**src/rtl/dpi_pkg.sv**
```systemverilog
// Shared types and fixed constants for the depth profile interpolator.
// Used by dpi_div and depth_profile_interpolator_core; depends on nothing.
package dpi_pkg;

    // Field widths fixed by the item format.
    localparam int VEL_W   = 16;
    localparam int DEPTH_W = 25;
    localparam int SPAN_W  = DEPTH_W + 1;
    localparam int DIFF_W  = VEL_W + 1;
    localparam int PROD_W  = SPAN_W + DIFF_W;

    // Shared divider: the quotient magnitude always stays below 2**DIV_Q_W.
    localparam int DIV_Q_W   = 17;
    localparam int DIV_DVS_W = DEPTH_W;
    localparam int DIV_DVD_W = DIV_DVS_W + DIV_Q_W;
    localparam int DIV_CNT_W = 5;

    // Item kinds.
    localparam logic [1:0] KIND_CLEAR  = 2'd0;
    localparam logic [1:0] KIND_APPEND = 2'd1;
    localparam logic [1:0] KIND_GLOBAL = 2'd2;
    localparam logic [1:0] KIND_QUERY  = 2'd3;

    // Result source codes.
    localparam logic [1:0] SRC_SURFACE = 2'd0;
    localparam logic [1:0] SRC_GLOBAL  = 2'd1;
    localparam logic [1:0] SRC_CLAMP   = 2'd2;
    localparam logic [1:0] SRC_INTERP  = 2'd3;

    // One profile table entry; vel[0] is x, vel[1] is y, vel[2] is z.
    typedef struct packed {
        logic [DEPTH_W-1:0]       depth;
        logic [2:0][VEL_W-1:0]    vel;
    } dpi_entry_t;

    // Request into the shared divider.
    typedef struct packed {
        logic                 start;
        logic [DIV_DVD_W-1:0] dividend;
        logic [DIV_DVS_W-1:0] divisor;
    } dpi_div_req_t;

    // Response from the shared divider.
    typedef struct packed {
        logic               done;
        logic [DIV_Q_W-1:0] quotient;
    } dpi_div_rsp_t;

endpackage

```
**src/rtl/dpi_div.sv**
```systemverilog
// Shared unsigned restoring divider, one quotient bit per cycle.
// Depends on dpi_pkg for widths and the request and response structs.
module dpi_div
    import dpi_pkg::*;
(
    input  logic         clk,
    input  logic         rst_n,
    input  dpi_div_req_t req,
    output dpi_div_rsp_t rsp
);

    logic                 busy_reg, busy_next;
    logic                 done_reg, done_next;
    logic [DIV_CNT_W-1:0] cnt_reg, cnt_next;
    logic [DIV_DVS_W-1:0] rem_reg, rem_next;
    logic [DIV_DVS_W-1:0] dvs_reg, dvs_next;
    logic [DIV_Q_W-1:0]   dvd_reg, dvd_next;
    logic [DIV_Q_W-1:0]   quo_reg, quo_next;
    logic [DIV_DVS_W:0]   trial;
    logic                 fits;

    // The caller guarantees dividend < divisor * 2**DIV_Q_W, so the upper
    // part of the dividend is already a valid partial remainder.
    assign trial = {rem_reg, dvd_reg[DIV_Q_W-1]};
    assign fits  = trial >= {1'b0, dvs_reg};

    // One shift-and-subtract step per busy cycle.
    always_comb
    begin
        busy_next = busy_reg;
        done_next = 1'b0;
        cnt_next  = cnt_reg;
        rem_next  = rem_reg;
        dvs_next  = dvs_reg;
        dvd_next  = dvd_reg;
        quo_next  = quo_reg;
        if (req.start)
        begin
            busy_next = 1'b1;
            cnt_next  = DIV_CNT_W'(DIV_Q_W);
            rem_next  = req.dividend[DIV_DVD_W-1:DIV_Q_W];
            dvd_next  = req.dividend[DIV_Q_W-1:0];
            dvs_next  = req.divisor;
        end
        else if (busy_reg)
        begin
            rem_next = fits ? DIV_DVS_W'(trial - {1'b0, dvs_reg}) : trial[DIV_DVS_W-1:0];
            dvd_next = {dvd_reg[DIV_Q_W-2:0], 1'b0};
            quo_next = {quo_reg[DIV_Q_W-2:0], fits};
            cnt_next = cnt_reg - 1'b1;
            if (cnt_reg == DIV_CNT_W'(1))
            begin
                busy_next = 1'b0;
                done_next = 1'b1;
            end
        end
    end

    // Control registers.
    always_ff @(posedge clk or negedge rst_n)
    begin
        if (!rst_n)
        begin
            busy_reg <= 1'b0;
            done_reg <= 1'b0;
            cnt_reg  <= '0;
        end
        else
        begin
            busy_reg <= busy_next;
            done_reg <= done_next;
            cnt_reg  <= cnt_next;
        end
    end

    // Datapath registers.
    always_ff @(posedge clk)
    begin
        rem_reg <= rem_next;
        dvs_reg <= dvs_next;
        dvd_reg <= dvd_next;
        quo_reg <= quo_next;
    end

    assign rsp.done     = done_reg;
    assign rsp.quotient = quo_reg;

    // A new division is never started over one in flight.
    a_start_idle: assert property (@(posedge clk) disable iff (!rst_n)
        req.start |-> !busy_reg)
        else $error("divider started while busy");

    // The final step raises done and frees the unit.
    a_last_step: assert property (@(posedge clk) disable iff (!rst_n)
        (busy_reg && !req.start && cnt_reg == DIV_CNT_W'(1)) |=> (done_reg && !busy_reg))
        else $error("divider did not finish after its last step");

    // Done only follows a busy cycle.
    a_done_after_busy: assert property (@(posedge clk) disable iff (!rst_n)
        done_reg |-> $past(busy_reg))
        else $error("divider done without work");

endmodule

```
**src/rtl/depth_profile_interpolator_core.sv**
```systemverilog
// Depth profile interpolator: ascending depth table with velocity lookup.
// A negative depth gives zero velocity and an empty table gives the global velocity; a query at or beyond
// an endpoint is clamped to that entry, and any other query is interpolated:
// one table read per walk step, then per axis one multiply and one divider run.
// A point marked last, with no global velocity given, holds the input while the three averages
// are formed. Reset empties the table and zeroes sums and global velocity.
module depth_profile_interpolator_core
    import dpi_pkg::*;
#(
    parameter int NPOINTS = 16
)
(
    input  logic                      clk,
    input  logic                      rst_n,
    input  logic                      in_valid,
    output logic                      in_ready,
    input  logic [1:0]                kind,
    input  logic signed [DEPTH_W-1:0] depth_mm,
    input  logic signed [VEL_W-1:0]   vel_x,
    input  logic signed [VEL_W-1:0]   vel_y,
    input  logic signed [VEL_W-1:0]   vel_z,
    input  logic                      last_point,
    output logic                      out_valid,
    input  logic                      out_ready,
    output logic signed [VEL_W-1:0]   cur_x,
    output logic signed [VEL_W-1:0]   cur_y,
    output logic signed [VEL_W-1:0]   cur_z,
    output logic [1:0]                source
);

    localparam int IDX_W   = $clog2(NPOINTS);
    localparam int CNT_W   = $clog2(NPOINTS + 1);
    localparam int SUM_W   = VEL_W + $clog2(NPOINTS);
    localparam int STATE_W = 3;

    // Sequencer states.
    localparam logic [STATE_W-1:0] S_IDLE  = 3'd0;
    localparam logic [STATE_W-1:0] S_FIRST = 3'd1;
    localparam logic [STATE_W-1:0] S_LAST  = 3'd2;
    localparam logic [STATE_W-1:0] S_WALK  = 3'd3;
    localparam logic [STATE_W-1:0] S_SPAN  = 3'd4;
    localparam logic [STATE_W-1:0] S_MUL   = 3'd5;
    localparam logic [STATE_W-1:0] S_DIV   = 3'd6;
    localparam logic [STATE_W-1:0] S_WAIT  = 3'd7;

    // Saturate an interpolated value to the velocity range.
    function automatic logic [VEL_W-1:0] sat_vel(input logic signed [VEL_W+1:0] v);
        logic [VEL_W-1:0] r;
        if (v > (VEL_W+2)'(32767))
            r = 16'h7FFF;
        else if (v < -(VEL_W+2)'(32768))
            r = 16'h8000;
        else
            r = v[VEL_W-1:0];
        return r;
    endfunction

    // Control state.
    logic [STATE_W-1:0]       state_reg, state_next;
    logic [CNT_W-1:0]         count_reg, count_next;
    logic signed [SUM_W-1:0]  sum_reg [3];
    logic signed [SUM_W-1:0]  sum_next [3];
    logic [2:0][VEL_W-1:0]    glob_reg, glob_next;
    logic                     explicit_reg, explicit_next;
    logic                     out_valid_reg, out_valid_next;
    logic [CNT_W-1:0]         idx_reg, idx_next;
    logic [1:0]               axis_reg, axis_next;
    logic                     avg_reg, avg_next;

    // Payload state.
    logic signed [DEPTH_W-1:0] q_depth_reg, q_depth_next;
    dpi_entry_t                lo_ent_reg, lo_ent_next;
    dpi_entry_t                hi_ent_reg, hi_ent_next;
    logic signed [SPAN_W-1:0]  span_reg, span_next;
    logic signed [SPAN_W-1:0]  off_reg, off_next;
    logic signed [PROD_W-1:0]  prod_reg, prod_next;
    logic [2:0][VEL_W-1:0]     res_reg, res_next;
    logic [1:0]                src_reg, src_next;

    // Table memory.
    dpi_entry_t                mem [NPOINTS];
    dpi_entry_t                rd_data_reg;
    dpi_entry_t                wr_ent;
    logic                      mem_we;
    logic [IDX_W-1:0]          rd_addr;

    // Datapath helpers.
    logic                      in_fire;
    logic                      out_fire;
    logic [2:0][VEL_W-1:0]     in_vel;
    logic signed [DEPTH_W-1:0] rd_depth;
    logic signed [SPAN_W-1:0]  span_c;
    logic signed [SPAN_W-1:0]  off_c;
    logic signed [DIFF_W-1:0]  diff_c;
    logic signed [PROD_W-1:0]  prod_c;
    logic signed [SUM_W-1:0]   sum_sel;
    logic [SUM_W-1:0]          sum_abs;
    logic [PROD_W-1:0]         prod_abs;
    logic                      quo_neg;
    logic signed [VEL_W+1:0]   quo_s;
    logic signed [VEL_W+1:0]   interp_c;
    logic                      div_start;
    dpi_div_req_t              div_req;
    dpi_div_rsp_t              div_rsp;

    assign in_ready = (state_reg == S_IDLE) && !out_valid_reg;
    assign in_fire  = in_valid && in_ready;
    assign out_fire = out_valid_reg && out_ready;
    assign in_vel   = {vel_z, vel_y, vel_x};
    assign rd_depth = $signed(rd_data_reg.depth);
    assign wr_ent   = '{depth: depth_mm, vel: in_vel};

    // Span and offset of the bracket; the offset is positive by construction.
    assign span_c = SPAN_W'($signed(hi_ent_reg.depth)) - SPAN_W'($signed(lo_ent_reg.depth));
    assign off_c  = SPAN_W'(q_depth_reg) - SPAN_W'($signed(lo_ent_reg.depth));
    assign diff_c = DIFF_W'($signed(hi_ent_reg.vel[axis_reg]))
                  - DIFF_W'($signed(lo_ent_reg.vel[axis_reg]));
    assign prod_c = off_reg * diff_c;

    // Divider operands: magnitudes, with the sign applied after division.
    assign sum_sel  = sum_reg[axis_reg];
    assign sum_abs  = sum_sel[SUM_W-1] ? SUM_W'(-sum_sel) : SUM_W'(sum_sel);
    assign prod_abs = prod_reg[PROD_W-1] ? PROD_W'(-prod_reg) : PROD_W'(prod_reg);
    assign quo_neg  = avg_reg ? sum_sel[SUM_W-1] : prod_reg[PROD_W-1];
    assign quo_s    = quo_neg ? -$signed({1'b0, div_rsp.quotient})
                              : $signed({1'b0, div_rsp.quotient});
    assign interp_c = (VEL_W+2)'($signed(lo_ent_reg.vel[axis_reg])) + quo_s;

    assign div_req.start    = div_start;
    assign div_req.dividend = avg_reg ? DIV_DVD_W'(sum_abs) : prod_abs[DIV_DVD_W-1:0];
    assign div_req.divisor  = avg_reg ? DIV_DVS_W'(count_reg) : span_reg[DIV_DVS_W-1:0];

    // Sequencer.
    always_comb
    begin
        state_next     = state_reg;
        count_next     = count_reg;
        sum_next       = sum_reg;
        glob_next      = glob_reg;
        explicit_next  = explicit_reg;
        out_valid_next = out_valid_reg;
        idx_next       = idx_reg;
        axis_next      = axis_reg;
        avg_next       = avg_reg;
        q_depth_next   = q_depth_reg;
        lo_ent_next    = lo_ent_reg;
        hi_ent_next    = hi_ent_reg;
        span_next      = span_reg;
        off_next       = off_reg;
        prod_next      = prod_reg;
        res_next       = res_reg;
        src_next       = src_reg;
        mem_we         = 1'b0;
        rd_addr        = '0;
        div_start      = 1'b0;

        if (out_fire)
            out_valid_next = 1'b0;

        case (state_reg)
            S_IDLE:
            begin
                if (in_fire)
                begin
                    case (kind)
                        KIND_CLEAR:
                        begin
                            count_next = '0;
                            for (int k = 0; k < 3; k++)
                                sum_next[k] = '0;
                        end
                        KIND_APPEND:
                        begin
                            // A full table drops the point but still honors the last mark.
                            if (count_reg < CNT_W'(NPOINTS))
                            begin
                                mem_we     = 1'b1;
                                count_next = count_reg + 1'b1;
                                for (int k = 0; k < 3; k++)
                                    sum_next[k] = sum_reg[k] + SUM_W'($signed(in_vel[k]));
                            end
                            if (last_point && !explicit_reg && count_next != '0)
                            begin
                                avg_next   = 1'b1;
                                axis_next  = 2'd0;
                                state_next = S_DIV;
                            end
                        end
                        KIND_GLOBAL:
                        begin
                            glob_next     = in_vel;
                            explicit_next = 1'b1;
                        end
                        default:
                        begin
                            q_depth_next = depth_mm;
                            if (depth_mm < 0)
                            begin
                                res_next       = '0;
                                src_next       = SRC_SURFACE;
                                out_valid_next = 1'b1;
                            end
                            else if (count_reg == '0)
                            begin
                                res_next       = glob_reg;
                                src_next       = SRC_GLOBAL;
                                out_valid_next = 1'b1;
                            end
                            else
                            begin
                                state_next = S_FIRST;
                            end
                        end
                    endcase
                end
            end
            S_FIRST:
            begin
                // Entry 0 is in the read register.
                lo_ent_next = rd_data_reg;
                if (q_depth_reg <= rd_depth)
                begin
                    res_next       = rd_data_reg.vel;
                    src_next       = SRC_CLAMP;
                    out_valid_next = 1'b1;
                    state_next     = S_IDLE;
                end
                else
                begin
                    rd_addr    = IDX_W'(count_reg - 1'b1);
                    state_next = S_LAST;
                end
            end
            S_LAST:
            begin
                // The last entry is in the read register.
                if (q_depth_reg >= rd_depth)
                begin
                    res_next       = rd_data_reg.vel;
                    src_next       = SRC_CLAMP;
                    out_valid_next = 1'b1;
                    state_next     = S_IDLE;
                end
                else
                begin
                    idx_next   = CNT_W'(1);
                    rd_addr    = IDX_W'(1);
                    state_next = S_WALK;
                end
            end
            S_WALK:
            begin
                // Entry idx is the candidate upper bracket; stop at the last pair.
                if ((idx_reg + 1'b1) < count_reg && q_depth_reg > rd_depth)
                begin
                    lo_ent_next = rd_data_reg;
                    idx_next    = idx_reg + 1'b1;
                    rd_addr     = IDX_W'(idx_reg + 1'b1);
                end
                else
                begin
                    hi_ent_next = rd_data_reg;
                    state_next  = S_SPAN;
                end
            end
            S_SPAN:
            begin
                span_next = span_c;
                off_next  = off_c;
                if (span_c <= 0)
                begin
                    res_next       = lo_ent_reg.vel;
                    src_next       = SRC_INTERP;
                    out_valid_next = 1'b1;
                    state_next     = S_IDLE;
                end
                else
                begin
                    avg_next   = 1'b0;
                    axis_next  = 2'd0;
                    state_next = S_MUL;
                end
            end
            S_MUL:
            begin
                prod_next  = prod_c;
                state_next = S_DIV;
            end
            S_DIV:
            begin
                div_start  = 1'b1;
                state_next = S_WAIT;
            end
            S_WAIT:
            begin
                if (div_rsp.done)
                begin
                    if (avg_reg)
                        glob_next[axis_reg] = quo_s[VEL_W-1:0];
                    else
                        res_next[axis_reg] = sat_vel(interp_c);
                    if (axis_reg == 2'd2)
                    begin
                        if (!avg_reg)
                        begin
                            src_next       = SRC_INTERP;
                            out_valid_next = 1'b1;
                        end
                        state_next = S_IDLE;
                    end
                    else
                    begin
                        axis_next  = axis_reg + 1'b1;
                        state_next = avg_reg ? S_DIV : S_MUL;
                    end
                end
            end
            default:
            begin
                state_next = S_IDLE;
            end
        endcase
    end

    // Control registers.
    always_ff @(posedge clk or negedge rst_n)
    begin
        if (!rst_n)
        begin
            state_reg     <= S_IDLE;
            count_reg     <= '0;
            sum_reg       <= '{default: '0};
            glob_reg      <= '0;
            explicit_reg  <= 1'b0;
            out_valid_reg <= 1'b0;
            idx_reg       <= '0;
            axis_reg      <= '0;
            avg_reg       <= 1'b0;
        end
        else
        begin
            state_reg     <= state_next;
            count_reg     <= count_next;
            sum_reg       <= sum_next;
            glob_reg      <= glob_next;
            explicit_reg  <= explicit_next;
            out_valid_reg <= out_valid_next;
            idx_reg       <= idx_next;
            axis_reg      <= axis_next;
            avg_reg       <= avg_next;
        end
    end

    // Payload registers.
    always_ff @(posedge clk)
    begin
        q_depth_reg <= q_depth_next;
        lo_ent_reg  <= lo_ent_next;
        hi_ent_reg  <= hi_ent_next;
        span_reg    <= span_next;
        off_reg     <= off_next;
        prod_reg    <= prod_next;
        res_reg     <= res_next;
        src_reg     <= src_next;
    end

    // Table memory: one write port at the fill count, one registered read.
    always_ff @(posedge clk)
    begin
        if (mem_we)
            mem[count_reg[IDX_W-1:0]] <= wr_ent;
        rd_data_reg <= mem[rd_addr];
    end

    // Shared divider for the averages and the interpolation quotients.
    dpi_div u_div
    (
        .clk   (clk),
        .rst_n (rst_n),
        .req   (div_req),
        .rsp   (div_rsp)
    );

    assign out_valid = out_valid_reg;
    assign cur_x     = res_reg[0];
    assign cur_y     = res_reg[1];
    assign cur_z     = res_reg[2];
    assign source    = src_reg;

    // The fill count never passes the table size.
    a_count_max: assert property (@(posedge clk) disable iff (!rst_n)
        count_reg <= CNT_W'(NPOINTS))
        else $error("point count beyond table size");

    // The bracket walk only reads filled entries past the first.
    a_walk_in_table: assert property (@(posedge clk) disable iff (!rst_n)
        (state_reg == S_WALK) |-> (idx_reg < count_reg && idx_reg != '0))
        else $error("bracket walk outside the filled table");

    // A result waits only while the sequencer is idle.
    a_result_idle: assert property (@(posedge clk) disable iff (!rst_n)
        (state_reg != S_IDLE) |-> !out_valid_reg)
        else $error("result pending while sequencer busy");

    // Interpolation divides only by a positive span.
    a_span_positive: assert property (@(posedge clk) disable iff (!rst_n)
        (state_reg == S_MUL) |-> (span_reg > 0))
        else $error("interpolation with a non-positive span");

endmodule
```
**config.mk**
```make
export PLATFORM = sky130hd
export DESIGN_NAME = depth_profile_interpolator_core
export DESIGN_NICKNAME = d
export VERILOG_FILES = /design/src/rtl/dpi_pkg.sv /design/src/rtl/dpi_div.sv /design/src/rtl/depth_profile_interpolator_core.sv
export SDC_FILE = /design/constraint.sdc
export NUM_CORES = 2
export LEC_CHECK = 0
export ABC_CLOCK_PERIOD_IN_PS = 12100
export BUFFER_PORTS_ARGS = -buffer_cell sky130_fd_sc_hd__buf_2
export CORE_MARGIN = 3
export CORE_UTILIZATION = 46
export DETAILED_ROUTE_END_ITERATION = 10
export HOLD_SLACK_MARGIN = 0.05
export PLACE_DENSITY = 0.68
export RECOVER_POWER = 100
export SKIP_CTS_REPAIR_TIMING = 1
export SYNTH_ARGS = -nofsm -noshare
export SYNTH_HDL_FRONTEND = slang
export SYNTH_SLANG_ARGS = --single-unit
```
**constraint.sdc**
```tcl
create_clock -name clk -period 12.1 [get_ports clk]
set_input_delay 1.815 -clock clk [delete_from_list [all_inputs] [get_ports clk]]
set_output_delay 1.815 -clock clk [all_outputs]
set_load 0.1 [all_outputs]
```
* Word-level counts from Yosys, hierarchy flattened
Memory sizes are Yosys's and may differ from the RTL's. A register that Yosys moved wholly into a read port is not among the register bits.
Index checks and enable logic that the tools add are counted.
** Word-level totals
- Flip-flop bits (word level) :: 532
- Latch bits :: 0
- RAM bits :: 1168
- Memory bits (read-only) :: 0
- Input port bits :: 80
- Output and inout bits :: 52
- Word-level logic and storage cells :: 264
- Memories kept :: 1
** Memories
- mem :: depth 16, width 73, read ports 1, clocked after memory_dff 1, wr ports 1, RTL line depth_profile_interpolator_core.sv:81 : dpi_entry_t mem [NPOINTS];
** Cells by class
- $add $sub $neg :: 16
- Multipliers :: 1
- Divide/modulo/power cells :: 0
- $lt $le $gt $ge :: 13
- Eq/ne operators :: 34
- Shift-type cells :: 0
- Mux-type cells :: 121
- Bitwise operators :: 4
- Reduce and logical (&&, ||, !) cells :: 37
** Operators by type and width (count)
- 2-to-1 mux 48 bit :: 13
- one-hot mux 48 bit (5 select lines) :: 1
- one-hot mux 73 bit (2 select lines) :: 1
- 2-to-1 mux 16 bit :: 8
- one-hot mux 60 bit (2 select lines) :: 1
- bitwise mux 48 bit :: 2
- one-hot mux 48 bit (2 select lines) :: 1
- 2-to-1 mux 42 bit :: 2
- 2-to-1 mux 25 bit :: 3
- 2-to-1 mux 73 bit :: 1
- binary-select mux 16 bit (select 2 bit) :: 2
- adder 20 x 16 -> 20 bit :: 3
- 2-to-1 mux 20 bit :: 3
- 2-to-1 mux 60 bit :: 1
- subtractor 25 x 25 -> 26 bit :: 2
- 2-to-1 mux 5 bit :: 9
- multiplier 26 x 17 -> 43 bit :: 1
- negator 42 bit :: 1
- binary-select mux 20 bit (select 2 bit) :: 1
- 2-to-1 mux 2 bit :: 19
- 2-to-1 mux 17 bit :: 2
- demux 16 bit (select 2 bit) :: 1
- 2-to-1 mux 1 bit :: 30
- inequality test 2 bit, second input constant :: 15
- other kinds (62) :: 103

* Depth between registers and ports, before layout
- Depth in word-level cells :: 17
- Gate-level depth with buffers :: 43
- Gate-level depth less buffers :: 37

* Modules after synthesis
Synthesis repeated with hierarchy kept, for this count alone.
** Second synthesis, totals
- Cell total of the unflattened synthesis :: 7251
- Area total of the unflattened synthesis :: 93983.9 sq um
** By module, submodules not included
- depth_profile_interpolator_core :: instances 1, cells an instance 6802, area each 88751.4 sq um, sequential area each 49147.1 sq um
- dpi_div :: instances 1, cells an instance 449, area each 5232.5 sq um, sequential area each 2697.6 sq um

* Least setup slack after synthesis
No wires, ideal clock.
- Kind :: register to register
- Start :: register axis_reg[0]
- End :: register prod_reg[42], data pin
- Setup time :: 0.260 ns
- Arrival time :: 10.491 ns
- Required time :: 11.840 ns
- Slack :: 1.349 ns
- Cell stages (with the launch flop) :: 41
- Path buffers :: 6
- Period minus slack after synthesis :: 10.751 ns
- Cell sequence :: dfrtp_1 > clkbuf_1 > buf_2 > buf_1 > buf_1 > clkbuf_1 > mux2i_1 > nor2_1 > a21oi_1 > inv_1 > ha_1 > nor2b_1 > o21ai_0 > a21boi_1 > o41a_1 > a41o_1 > o41ai_1 > o21ai_0 > [5 not listed] > fa_1 > fa_1 > fa_1 > fa_1 > inv_1 > fa_1 > inv_1 > ha_1 > and3_1 > a22o_1 > a311oi_1 > nor2_1 > a2111oi_0 > a21oi_1 > a21oi_1 > o311ai_0 > a21oi_1 > xnor2_1
** Between the ends
- Longest elaborated chain between the ends :: 4
- Elaborated cells on any way between the ends :: 6
- Classes of those cells :: 1 x add/sub; 1 x mul; 4 x mux
** RTL lines
- start: declaration :: RTL line depth_profile_interpolator_core.sv:67 : logic [1:0] axis_reg, axis_next;
- start signal: assignment :: RTL line depth_profile_interpolator_core.sv:349 : axis_reg <= axis_next;
- binary-select mux 16 bit (select 2 bit) (on tied branches) :: RTL line depth_profile_interpolator_core.sv:116, depth_profile_interpolator_core.sv:117
- 2-to-1 mux 16 bit (on tied branches) :: RTL line depth_profile_interpolator_core.sv:116, depth_profile_interpolator_core.sv:117
- subtractor 16 x 16 -> 17 bit (*) :: RTL line depth_profile_interpolator_core.sv:117 : - DIFF_W'($signed(lo_ent_reg.vel[axis_reg]));
- multiplier 26 x 17 -> 43 bit (*) :: RTL line depth_profile_interpolator_core.sv:118 : assign prod_c = off_reg * diff_c;
- named net prod_c[42] :: RTL line depth_profile_interpolator_core.sv:95 : logic signed [PROD_W-1:0] prod_c;
- end signal: assignment :: RTL line depth_profile_interpolator_core.sv:362 : prod_reg <= prod_next;
- end: declaration :: RTL line depth_profile_interpolator_core.sv:76 : logic signed [PROD_W-1:0] prod_reg, prod_next;
Mark *: on every way through the listed nets, which the timed path passes. The rest lies on a longest branch. The select of a mux whose other input is x is not followed.
A chain may end at the register's enable or synchronous reset.

* Final worst setup path
Same ends and word-level chain as after synthesis.

==> flow_summary_export.csv <==
group,metric,value,unit
outcome,outcome,"finished, violations left",
outcome,failed_checks,"max-capacitance violations, max-slew violations",
timing,fin_ws,1.16,ns
route,vias,61100,
synth,synth_area,0.0945,sq mm
timing,slew_headroom,-224,%
grt,grt_pass1_vias,61400,
worst_hold_path,hold_depth,0,
route,met3_length,29100,um
route,wirelength,265000,um
worst_hold_path,hold-path-endpoint,"hi_ent_reg[32]$_DFFE_PP_",
route,m1WireLength,110000,um
route,top_layer,"met5",
floorplan,start_util,46.5,%
place,pre_cts_ws,1.29,ns
clock_tree,clk_root_buffer_cell,"clkbuf_16",
grt,grtUsageTotal,25.0,%
critical_path,crit_arrival,11.49,ns
final_layout,final_cell_area,0.104,sq mm
power_and_ir_drop,power.leakage,39.8,nW
job,maxCapViolations,60,
grt,grt_max_degree,176,
clock_tree,clk_latency,0.86,ns
route,via_per_inst,5.86,
clock_tree,cts_tree,"built",
synth,synth_top_area_share,49.8,%
route,first_iter_violations,6709,
place,place.gp.congestion,0.959,
synth,syn_inst,7481,
worst_hold_path,min_from,"rd_data_reg[32]$_DFF_P_",
floorplan,chipWidth,459,um
critical_path,cpMaxStageDelayCell,"dfrtp_4",
worst_hold_path,min_path_type,"flop to flop",
synth,async_reset_ff_share,7.50,%
critical_path,r2r-end,"prod_reg[42]$_DFFE_PP_",
synth,yosysTopAreaCell,"edfxtp_1",
final_layout,area_growth,10.1,%
synth,yosys-top-cells-area,"edfxtp_1 50%, fa_1 9.3%, ha_1 4.1%, mux2i_1 3.9%, mux2_2 3.6%",
floorplan,io_pins,132,
timing,rsz0062_at_grt,"no",
final_layout,drive_gt1_share,9.16,%
route,wl_per_cell,25.4,um
route,drc,0,
clock_tree,clk_pin_slew,0.07,ns
timing,finClkSkew,0.0909,ns
place,post-dp-hpwl,174000,um
timing,timing.final.crit_share,90.4,%
floorplan,die_y,459,um
critical_path,crit_top_cell,"fa_1",
grt,grt_pass1_wl,395000,um
clock_tree,clock_path_buffers,3,
timing,tns,0,ns
timing,slew_viol_final,2323,
timing,hold_viol,0,
synth,yosys_warnings,0,
clock_tree,numClockSinks,1773,
place,io_buffers,131,
critical_path,crit_fanout,27,
critical_path,critical_path_class,"flop to flop",
synth,syn_nets,8311,
clock_tree,cts_made_buffers,179,
grt,antenna_found_initial,51,
synth,ys_types,82,
critical_path,worstRegToRegCells,34,
critical_path,rrSetupSlack,1.16,ns
grt,grt-ovfl-total,0,
synth,avgSynthCellArea,12.6,sq um
floorplan,core,0.203,sq mm
clock_tree,htree_num_levels,4,
timing,period_needed,10.94,ns
floorplan,fp.dieArea,0.211,sq mm
synth,yosys_most_used_dff,"edfxtp_1",
final_layout,largest_register_ff_count,1168,
route,dr_wl_met2,117000,um
synth,ys_ff_latch,1773,
place,dpl_cell_area,0.0985,sq mm
final_layout,final_net_count,8403,
critical_path,crit_required,12.65,ns
route,drtAntennaViolNets,0,
synth,synth-seq-area-share,54.9,%
critical_path,end_kind,"flop",
critical_path,critPathLaunchType,"flop",
synth,synth_enable_flop_cells,1567,
critical_path,r2r_start,"axis_reg[0]$_DFFE_PN0P_",
power_and_ir_drop,irDropWorstVdd,0.000137,V
timing,tightest_slew,4.86,ns
timing,fmax,91.4,MHz
power_and_ir_drop,powerDensity,119,mW/mm^2
timing,setup_viol,0,
route,firstDrtPassIters,6,
critical_path,critPathMaxStageDelay,0.68,ns
floorplan,rows,165,
[logic make-up (layout without fill, tap and decap cells)]
family                     Yosys count  count (layout)  share of synthesized area [%]
DFF                               1773            1773                           54.9
and+or+nand+nor                   1745            1745                           8.49
AOI/OAI and AO/OA                 1297            1297                           9.47
buffers and inverters             1005            1250                           4.02
adders and majority gates          750             750                           13.4
muxes                              664             664                           7.43
xor gates and xnor gates           247             247                           2.29
other                                0              17                              0
[how the worst max path moves through the flow]
stage / end / start / cells past startpoint / slack (ns)
6_report: prod_reg[42]$_DFFE_PP_ / axis_reg[0]$_DFFE_PN0P_ / 34 / 1.16
5_1_grt: prod_reg[42]$_DFFE_PP_ / axis_reg[0]$_DFFE_PN0P_ / 34 / 0.62
4_1_cts: prod_reg[41]$_DFFE_PP_ / axis_reg[0]$_DFFE_PN0P_ / 33 / 1.21
3_5_place_dp: prod_reg[41]$_DFFE_PP_ / axis_reg[0]$_DFFE_PN0P_ / 33 / 1.29
3_3_place_gp: prod_reg[42]$_DFFE_PP_ / axis_reg[0]$_DFFE_PN0P_ / 34 / 1.38
2_1_floorplan: prod_reg[42]$_DFFE_PP_ / axis_reg[0]$_DFFE_PN0P_ / 40 / 1.35
[per-layer routing]
metal	track usage, %	vias to the layer above
met1	35.2	30800
met3	6.86	473
met4	7.93	36
met2	37.6	2668
met5	0	-
li1	-	27100
[cell type report]
cell class	instances	area [sq um]
fill	17400	99100
sequential	1773	51900
multi-input combinational	4703	39100
clock buffer	251	4940
tap	2672	3340
inverter	663	2490
timing repair buffer	253	1230
clock inverter	83	965
antenna	17	42.5
[cells in the final DEF (no fill, tap or decap), types with 26 or more instances in the layout]
master and n:
nand3_1 62, buf_4 53, a211o_1 46, nor2_1 232
xnor2_1 134, and2_1 132, nor3_1 78, mux2_2 298
o31ai_1 31, a211oi_1 26, nand4_1 89, a22oi_1 55
dfxtp_1 73, clkinv_2 26, a22o_1 53, ha_1 311
a21o_1 70, edfxtp_1 1567, nor2b_1 111, a221o_1 50
o211ai_1 306, clkbuf_16 179, dfrtp_1 130, o21ai_0 261
a21oi_1 192, nand2_1 860, fa_1 439, clkbuf_1 235
xor2_1 101, nand2b_1 37, o21a_1 37, mux2i_1 364
inv_1 660
[worst max-delay path: cells and delay by family (launching register included)]
family / cells / cell delay, ns
AOI/OAI and AO/OA: 15 / 4.08
adders and majority gates: 9 / 3.99
and+or+nand+nor: 6 / 1.35
DFF: 1 / 0.68
buffers and inverters: 3 / 0.44
xor gates and xnor gates: 1 / 0.08
[report_power, final]
part	switching, mW	internal [mW]	total [mW]
combinational	0.119	0.0199	0.139
sequential	0.0000000000000000511	6.63	6.63
clock	2.41	3.15	5.56
total	2.53	9.80	12.3
[through the flow]
step                cells  hold slack (ns)  util [%]  total power [mW]
floorplan            7481            0.426         -              6.79
global placement    10100            0.435      48.5              6.90
detailed placement  10100            0.443      48.5              6.90
CTS                 10400            0.443      51.4              12.4
global route        10400            0.452      51.2              12.7
finish              10400            0.440      51.2              12.3
[synthesized netlist by cell type, types with 133 or more instances]
| master | instances |
|---|---|
| edfxtp_1 | 1567 |
| nand2_1 | 862 |
| inv_1 | 662 |
| fa_1 | 439 |
| mux2i_1 | 364 |
| ha_1 | 311 |
| o211ai_1 | 306 |
| mux2_2 | 300 |
| clkbuf_1 | 289 |
| o21ai_0 | 255 |
| nor2_1 | 251 |
| a21oi_1 | 194 |
| xnor2_1 | 145 |
| and2_1 | 139 |
| dfrtp_1 | 133 |
(Power assumes the default switching activity.)
